[config.mk]
export PLATFORM = sky130hd
export DESIGN_NAME = clti_fifo
export DESIGN_NICKNAME = d
export VERILOG_FILES = /design/src/clti_fifo.sv
export SDC_FILE = /design/constraint.sdc
export NUM_CORES = 1
export LEC_CHECK = 0
export BUFFER_PORTS_ARGS = -buffer_cell sky130_fd_sc_hd__clkbuf_2
export CORE_MARGIN = 2
export CORE_UTILIZATION = 55
export CTS_CLUSTER_SIZE = 24
export DETAILED_ROUTE_END_ITERATION = 6
export HOLD_SLACK_MARGIN = 0.12
export PLACE_DENSITY = 0.78
export SETUP_SLACK_MARGIN = 0.15
export SLEW_MARGIN = 10
export SYNTH_ARGS = -nofsm -noshare
export SYNTH_HDL_FRONTEND = slang
export SYNTH_SLANG_ARGS = --single-unit
[constraint.sdc]
create_clock -name clk -period 2.36 [get_ports clk]
set_clock_uncertainty 0.2 [all_clocks]
set_input_delay 0.118 -clock clk [delete_from_list [all_inputs] [get_ports clk]]
set_output_delay 0.118 -clock clk [all_outputs]
set_load 0.05 [all_outputs]
[src/clti_fifo.sv]
// Small synchronous FIFO used for the command queue and the result queue.
// Depends on nothing; DEPTH must be a power of two.
`default_nettype none

module clti_fifo #(
    parameter int WIDTH = 8,
    parameter int DEPTH = 4
) (
    input  wire logic                         clk,
    input  wire logic                         rst_n,
    input  wire logic                         push,
    input  wire logic [WIDTH-1:0]             push_data,
    output logic                              full,
    input  wire logic                         pop,
    output logic                              out_valid,
    output logic [WIDTH-1:0]                  out_data,
    output logic [$clog2(DEPTH+1)-1:0]        count
);
    localparam int PTR_W   = (DEPTH > 1) ? $clog2(DEPTH) : 1;
    localparam int COUNT_W = $clog2(DEPTH + 1);

    logic [WIDTH-1:0]   slot_reg [DEPTH];
    logic [PTR_W-1:0]   wr_ptr_reg, wr_ptr_next;
    logic [PTR_W-1:0]   rd_ptr_reg, rd_ptr_next;
    logic [COUNT_W-1:0] count_reg, count_next;

    assign full      = (count_reg == COUNT_W'(DEPTH));
    assign out_valid = (count_reg != '0);
    assign out_data  = slot_reg[rd_ptr_reg];
    assign count     = count_reg;

    // Pointer and fill count update.
    always_comb
    begin
        wr_ptr_next = wr_ptr_reg;
        rd_ptr_next = rd_ptr_reg;
        count_next  = count_reg;
        if (push)
        begin
            wr_ptr_next = (wr_ptr_reg == PTR_W'(DEPTH - 1)) ? '0 : wr_ptr_reg + 1'b1;
        end
        if (pop)
        begin
            rd_ptr_next = (rd_ptr_reg == PTR_W'(DEPTH - 1)) ? '0 : rd_ptr_reg + 1'b1;
        end
        if (push && !pop)
        begin
            count_next = count_reg + 1'b1;
        end
        else if (pop && !push)
        begin
            count_next = count_reg - 1'b1;
        end
    end

    always_ff @(posedge clk or negedge rst_n)
    begin
        if (!rst_n)
        begin
            wr_ptr_reg <= '0;
            rd_ptr_reg <= '0;
            count_reg  <= '0;
        end
        else
        begin
            wr_ptr_reg <= wr_ptr_next;
            rd_ptr_reg <= rd_ptr_next;
            count_reg  <= count_next;
        end
    end

    // Storage slots.
    always_ff @(posedge clk)
    begin
        if (push)
        begin
            slot_reg[wr_ptr_reg] <= push_data;
        end
    end

endmodule

`default_nettype wire

==> impl_metrics.csv <==
group,metric,value,unit
drt,routed-via-count,793,
drt,routed_via_density,5.217,
grt,grt_pass1_wl,3.650,mm
synth,synth.ff_latch_count,39,
grt,grt_start_max_net_pins,12,
setup_path,critPathRequiredTime,2040,ps
layout,final_nets,139,
grt,groute.usage.overall,0.1577,
layout,syn_to_final_growth,20.54,%
clock_tree,cts_sinks,39,
layout,layout_commonest_cell,"edfxtp_1",
placement,gp_congestion,0.7564,
placement,numPortBuffers,24,
setup_path,critPathBufInv,1,
placement,dp_hpwl,1.572,mm
die,die_w,57.46,µm
power,clkPwrFrac,0.141,
setup_path,arrival,1700,ps
power,pwr-share-comb,0.418,
layout,most-common-layout-cells,"32 x edfxtp_1, 24 x clkbuf_2, 12 x dlygate4sd3_1",
setup_path,crit_path_start_kind,"register",
setup_path,max_stage_delay,570,ps
clock_tree,numCtsBuffers,5,
clock_tree,cts_setup_buffers,0,
synth,syn-num-nets,98,
setup_path,path_cells,"mux4_2, clkbuf_2",
timing,whs,312.5,ps
timing,fin_crit_sh,0.8537,
layout,largest_reg_flops,32,
synth,syn_avg_cell_area,19.89,µm²
power,powerDensity,1252,nW/µm²
setup_path,cp_max_fo,11,
setup_path,cp_slowest_cell,"dfrtp_2",
synth,ys_types,18,
power,internal_power,1.383,mW
synth,seq_area_frac_synth,0.7229,
timing,tightest_slew,430.3,ps
clock_tree,cts-root-buf,"clkbuf_4",
power,p_sw_frac,0.4171,
die,core_area,2734,µm²
drt,antenna_left,0,
clock_tree,clk_pin_slew,100,ps
drt,drt_iter0_markers,17,
outcome,status,"completed",
layout,diodes,0,
drt,drcViolationCount,0,
timing,relSlewSlack,0.7131,
drt,wirelength,2.300,mm
die,num_rows,19,
clock_tree,cts_htree_levels,2,
timing,hold_viol,0,
clock_tree,clk-insertion-delay-late,330,ps
timing,tns,0,ps
grt,antenna_found_initial,0,
die,start_util,0.5748,
synth,ys.warnings.count,0,
power,p_sw,0.9895,mW
timing,period_minus_slack,2015,ps
clock_tree,cts.path.max_buffers,2,
setup_path,critPathTopFamily,"flip-flops",
drt,avgRoutedWirePerCell,15.13,µm
setup_path,end_kind,"primary output",
grt,grt_pass1_vias,825,
worst_hold_path,holdCritPathClass,"reg -> reg",
power,seqPwrFrac,0.441,
clock_tree,cts_tree,"yes",
power,p_leak,0.7294,nW
die,io_pins,25,
drt,drt_pass1_iterations,4,
setup_path,crit_type,"reg -> out",
die,die_h,57.46,µm
timing,rsz0062_at_grt,"no",
timing,fmax,0.4963,GHz
power,ir_drop,937.8,µV
synth,syn_area,1572,µm²
job,drv_cap,0,
grt,grt-ovfl-total,0,
layout,layout-drive-gt1-share,0.3471,
timing,setup_viol,0,
synth,synth_cells,79,
die,dieArea,3301,µm²
timing,slew_viol_final,0,
worst reg2reg max path, stage by stage (launching register included):
cell	delay, ps
dfrtp_1	410
inv_1	120
ha_1	160
and2_1	380
synth_stat cells:
cell      count  share of area
or3_1         1         0.0040
and2_1        4          0.016
ha_1          6          0.048
buf_6         1         0.0072
o21ai_0       2         0.0064
edfxtp_1     32           0.61
xnor2_1       1         0.0056
buf_2         1         0.0032
dfrtp_1       7           0.11
xor2_1        2          0.011
inv_1         5          0.012
nor2_1        2         0.0048
fa_1          1          0.013
nand2_1       1         0.0024
mux4_2        8           0.11
mux2_2        3          0.021
nand3_1       1         0.0032
nor3b_1       1         0.0048
kinds of logic (layout without fill, tap and decap cells):
family | after synthesis | after routing | share of synthesized area
buffers and inverters | 7 | 49 | 0.02229
adder cells (fa/ha/maj) | 7 | 7 | 0.06051
multiplexers | 11 | 11 | 0.1361
AO/OA/AOI/OAI | 2 | 2 | 0.006370
flip-flops | 39 | 39 | 0.7229
XOR/XNOR | 3 | 3 | 0.01672
AND/OR/NAND/NOR | 10 | 10 | 0.03503
per-stage QoR:
step / util / power [mW] / area [µm²] / setup WS, ps / instances
2_1_floorplan: - / 1.865 / 1572 / 172.5 / 79
3_3_place_gp: 0.6270 / 2.036 / 1714 / 478.0 / 132
3_5_place_dp: 0.6270 / 2.057 / 1714 / 498.6 / 132
4_1_cts: 0.6929 / 2.410 / 1894 / 306.4 / 152
5_1_grt: 0.6929 / 2.512 / 1894 / 231.6 / 152
6_report: 0.6929 / 2.373 / 1894 / 345.3 / 152
power groups by stage:
stage	Combinational, mW	Clock (mW)	Sequential (mW)
2_1_floorplan	0.791	0	1.07
3_3_place_gp	0.976	0	1.06
3_5_place_dp	0.989	0	1.07
4_1_cts	1.01	0.349	1.05
5_1_grt	1.05	0.383	1.08
6_report	0.991	0.335	1.05
repair_timing:
action,CTS,global route
resized for setup,1,0
hold buffers,12,0
setup endpoints to repair,8,0
hold endpoints to repair,44,0
area by class of cell:
| class | instances | area [µm²] |
|---|---|---|
| clock buffers | 7 | 55.05 |
| clock inverters | 1 | 3.754 |
| fillers | 171 | 839.6 |
| inverters | 5 | 18.77 |
| multi-input cells | 33 | 400.4 |
| flip-flops and latches | 39 | 1137 |
| well taps | 31 | 38.79 |
| repair buffers | 36 | 240.2 |
path summary, 6_finish.rpt:
kind                                    start  slack, ps             end  depth (start not counted)
worst max-delay path            rd_ptr_reg[0]        350     out_data[4]                          2
worst min register to register       count[2]        310        count[2]                          1
worst min-delay path                 count[2]        310        count[2]                          1
min in group asynchronous               rst_n        550   wr_ptr_reg[1]                          3
worst max register to register  wr_ptr_reg[0]        740  slot_reg[0][3]                          3
max in group asynchronous               rst_n       1130   rd_ptr_reg[0]                          3
layer usage:
layer  vias to the layer above  GRT usage  part of all wire
met1                       389     0.1836              0.42
li1                        385          -                 -
met4                         0    0.05316             0.013
met3                         4    0.07029             0.038
met5                         -          0                 0
met2                        15     0.2614              0.53
No activity file was read; power rests on OpenSTA's default activity.
