### src/clti_pkg.sv
// Shared types and constants for the clamped linear table interpolator.
// No dependencies; clti_front, clti_back, the top and the bench import it.
`default_nettype none

package clti_pkg;

    // Operation codes carried in the input tuser.
    localparam logic OP_WRITE = 1'b0;
    localparam logic OP_QUERY = 1'b1;

    // Configuration register indexes.
    localparam logic CFG_ROW_COUNT    = 1'b0;
    localparam logic CFG_COLUMN_COUNT = 1'b1;

    // Region codes of a result.
    localparam logic [1:0] REGION_INTERP = 2'd0;
    localparam logic [1:0] REGION_LOW    = 2'd1;
    localparam logic [1:0] REGION_HIGH   = 2'd2;

    localparam int          VALUE_W        = 32;
    localparam int          RESULT_LIMIT   = 32;
    localparam int          CMD_FIFO_DEPTH = 4;
    localparam int          OUT_FIFO_DEPTH = 4;
    localparam logic [16:0] ONE_Q16        = 17'h10000;

    // One classified command between front and back.
    typedef struct packed {
        logic              is_query;
        logic [7:0]        row;
        logic [4:0]        col;
        logic [VALUE_W-1:0] data;
    } cmd_t;

    // One result beat.
    typedef struct packed {
        logic [4:0]         col;
        logic [VALUE_W-1:0] value;
        logic [1:0]         region;
        logic               last;
    } res_t;

endpackage

`default_nettype wire

### src/clti_front.sv
// Input stage: accepts beats, drops out-of-range writes and forms commands.
// Depends on clti_pkg.
`default_nettype none

module clti_front
    import clti_pkg::*;
#(
    parameter int MAX_ROWS    = 256,
    parameter int MAX_COLUMNS = 32
) (
    input  wire logic        clk,
    input  wire logic        rst_n,
    input  wire logic        s_tvalid,
    output logic             s_tready,
    input  wire logic [79:0] s_tdata,
    input  wire logic        s_tuser,
    output logic             cmd_valid,
    output cmd_t             cmd,
    input  wire logic        cmd_ready
);
    logic hold_v_reg, hold_v_next;
    cmd_t cmd_reg;
    cmd_t cmd_new;
    logic accept;
    logic keep;

    assign s_tready  = !hold_v_reg || cmd_ready;
    assign accept    = s_tvalid && s_tready;
    assign cmd_valid = hold_v_reg;
    assign cmd       = cmd_reg;

    // Classify the beat: queries always pass, writes only inside the table.
    always_comb
    begin
        cmd_new.is_query = (s_tuser == OP_QUERY);
        cmd_new.row      = s_tdata[7:0];
        cmd_new.col      = s_tdata[12:8];
        cmd_new.data     = cmd_new.is_query ? s_tdata[76:45] : s_tdata[44:13];
        keep = cmd_new.is_query ||
               ((32'(cmd_new.row) < MAX_ROWS) && (32'(cmd_new.col) < MAX_COLUMNS));
    end

    always_comb
    begin
        hold_v_next = hold_v_reg;
        if (cmd_ready)
        begin
            hold_v_next = 1'b0;
        end
        if (accept && keep)
        begin
            hold_v_next = 1'b1;
        end
    end

    always_ff @(posedge clk or negedge rst_n)
    begin
        if (!rst_n)
        begin
            hold_v_reg <= 1'b0;
        end
        else
        begin
            hold_v_reg <= hold_v_next;
        end
    end

    always_ff @(posedge clk)
    begin
        if (accept && keep)
        begin
            cmd_reg <= cmd_new;
        end
    end

endmodule

`default_nettype wire

### config.mk
export PLATFORM = sky130hd
export DESIGN_NAME = clti_front
export DESIGN_NICKNAME = d
export VERILOG_FILES = /design/src/clti_pkg.sv /design/src/clti_front.sv
export SDC_FILE = /design/constraint.sdc
export NUM_CORES = 1
export LEC_CHECK = 0
export BUFFER_PORTS_ARGS = -buffer_cell sky130_fd_sc_hd__buf_2
export CELL_PAD_IN_SITES_DETAIL_PLACEMENT = 0
export CELL_PAD_IN_SITES_GLOBAL_PLACEMENT = 1
export CORE_MARGIN = 2
export CORE_UTILIZATION = 29
export DETAILED_ROUTE_END_ITERATION = 10
export GPL_TIMING_DRIVEN = 0
export PLACE_DENSITY = 0.83
export SLEW_MARGIN = 20
export SYNTH_ARGS = -nofsm -noshare
export SYNTH_HDL_FRONTEND = slang
export SYNTH_SLANG_ARGS = --single-unit
### constraint.sdc
create_clock -name clk -period 2.04 [get_ports clk]
set_clock_uncertainty 0.15 [all_clocks]
set_input_delay 0.306 -clock clk [delete_from_list [all_inputs] [get_ports clk]]
set_output_delay 0.306 -clock clk [all_outputs]
set_load 0.005 [all_outputs]
==> reports/metrics.yaml <==
grt:
  grt_pass1_wl_um: 6110
  grt_start_max_net_pins: 47
  grt_usage_pct: 10.8
  antenna_found_initial: 0
  grt_pass1_vias: 1285
  grt-ovfl-total: 0
power_and_ir_drop:
  p_sw_mw: 0.426
  intPower_mw: 1.55
  peakVddDrop_uv: 269
  seqPwrFrac_pct: 58.0
  power.density_nw_per_um2: 704
  combinationalPowerShare_pct: 14.5
  p_clk_share_pct: 27.6
  p_leak_nw: 1.30
  p_sw_share_pct: 21.6
sta:
  layout_min_cycle_time_ns: 1.89
  hold_viol: 0
  period_share_pct: 92.4
  max_freq_mhz: 530
  tightest_slew_ns: 1.04
  setup_viol: 0
  rsz0062_at_grt: "false"
  maxSlewViolCount: 0
  worst_slack_ns: 0.154
  relSlewSlack_pct: 30.6
  setup_tns_ns: 0
clock_tree:
  clock_sinks: 47
  htree_levels: 2
  clkTransAtPathRegs_ns: 0.09
  ctsLongestPathBuffers: 2
  cts_buffers: 5
  cts_tree: "yes"
  clk_latency_ns: 0.29
  post_cts_buffers: 0
  cts_root_buf: "clkbuf_8"
final_layout:
  area_delta_synth_final_pct: 42.8
  largest_reg_flops: 46
  antenna_cells: 0
  fillers: 637
  layout.nets: 308
  fin_area_um2: 2810
  final_util_pct: 42.1
  drive_gt1_share_pct: 77.2
  instances_no_fill: 304
setup_path:
  setup.worst_path.start: "cmd_valid$_DFFE_PN0P_"
  criticalPathCategory: "flop to flop"
  endpoint: "cmd[28]$_DFFE_PP_"
  arrival_ns: 1.65
  reg2reg_slack_ns: 0.15
  worstPathRequired_ns: 1.80
  path_max_fanout: 46
  cp-start-kind: "flop"
  reg2reg_depth: 2
  cp-end-kind: "flop"
  r2r-start: "cmd_valid$_DFFE_PN0P_"
  r2r-end: "cmd[28]$_DFFE_PP_"
route:
  top_layer: "met4"
  vias: 1283
  met3WireLength_um: 485
  wl_um: 3990
  post_drt_wl_per_cell_um: 13.1
  first_pass_iters: 3
  via_per_inst: 4.22
  drcViolationCount: 0
  met1_length_um: 1550
  drtIter0Drc: 9
  wl_met2_um: 1890
  postRouteAntennaNets: 0
logic_synthesis:
  yosysUniqueCellTypes: 8
  synth.cell_area_um2: 1970
  syn_avg_cell_area_um2: 22.9
  ys.warnings.count: 0
  syn_inst: 86
  syn_nets: 171
  synth-seq-cells: 47
  ys_seq_area_share_pct: 71.4
outcome:
  status: "completed"
worst_hold_path:
  hold_class: "input port to flop"
floorplan:
  die_area_um2: 7470
  fp-row-count: 30
  die_w_um: 86.4
  start_util_pct: 29.5
  core_um2: 6680
  die_y_um: 86.4
  top_level_ports: 133
placement:
  post_dp_cell_area_um2: 2720
  globalplace.congestion: 0.706
  dp_slack_ns: 0.0801
  dpl.hpwl_um: 3160
  portBuffers: 129
  dp_cells: 295
flow_run:
  drv_cap: 0
[layout make-up]
type                    count  area [µm²]  share of cell area, %
plain buffers               4        71.3                   2.54
clock buffers               6        72.6                   2.58
clock inverters             2        12.5                  0.445
multi-input cells          35         493                   17.5
flip-flops and latches     47        1410                   50.0
well taps                  80         100                   3.56
repair buffers            130         656                   23.3
[metal layers]
layer  GRT usage [%]  vias to the layer above
met1            12.3                      586
met2            17.5                       84
met4            3.84                        0
met5               0                        -
li1                -                      607
met3            5.52                        6
[power groups by stage]
stage	combinational (mW)	clock, mW	sequential (mW)
floorplan	0.128	0	1.18
global placement	0.285	0	1.17
detailed placement	0.291	0	1.17
CTS	0.293	0.574	1.15
global route	0.313	0.609	1.15
finish	0.286	0.546	1.15
[stage by stage]
step | hold slack, ns | power, mW
after floorplan | -0.140 | 1.31
after global placement | -0.0684 | 1.45
after detailed placement | -0.0676 | 1.46
after CTS | 0.0149 | 2.02
after global routing | 0.00401 | 2.07
final | 0.0310 | 1.98
[how the worst min path moves through the flow]
| stage | start | slack [ns] | cells past startpoint | endpoint |
|---|---|---|---|---|
| floorplan | rst_n | -0.14 | 0 | cmd_valid$_DFFE_PN0P_ |
| global placement | rst_n | -0.07 | 1 | cmd_valid$_DFFE_PN0P_ |
| detailed placement | rst_n | -0.07 | 1 | cmd_valid$_DFFE_PN0P_ |
| CTS | s_tdata[4] | 0.01 | 1 | cmd[41]$_DFFE_PP_ |
| global route | s_tdata[4] | 0.004 | 1 | cmd[41]$_DFFE_PP_ |
| finish | s_tdata[4] | 0.03 | 1 | cmd[41]$_DFFE_PP_ |
[cells in the final DEF, fill, tap and decap left out]
cell type | Yosys | routed
clkbuf_8 | 0 | 5
nand2b_1 | 2 | 2
buf_12 | 3 | 3
buf_2 | 0 | 129
and2_2 | 0 | 1
mux2_2 | 2 | 2
mux2_4 | 30 | 30
clkbuf_1 | 0 | 1
clkinv_2 | 0 | 1
clkinvlp_4 | 0 | 1
dlygate4sd3_1 | 0 | 1
edfxtp_1 | 46 | 46
buf_6 | 1 | 1
dfrtp_1 | 1 | 1
[cell families (layout without fill, tap and decap cells)]
logic type | count (synthesis) | count (layout) | share of synthesized area, %
flip-flops | 47 | 47 | 71.4
buffers and inverters | 4 | 142 | 3.62
AND/OR/NAND/NOR | 3 | 3 | 0.953
multiplexers | 32 | 32 | 24.0
[critical path, stage by stage, from the launching register on]
cell      delay (ns)
dfrtp_1         0.39
nand2b_1        0.10
and2_2          0.85
[cell usage after synthesis]
library cell   n  area share (%)
and2_1         1            0.32
buf_12         3             3.0
buf_6          1            0.57
dfrtp_1        1             1.3
edfxtp_1      46              70
mux2_2         2             1.1
mux2_4        30              23
nand2b_1       2            0.64
[what timing repair did]
item / 4_1_cts / 5_1_grt
hold buffers: 1 / 0
hold endpoints to repair: 1 / 0
gates resized for setup: 0 / 0
Power figures use the tool's default switching activity.
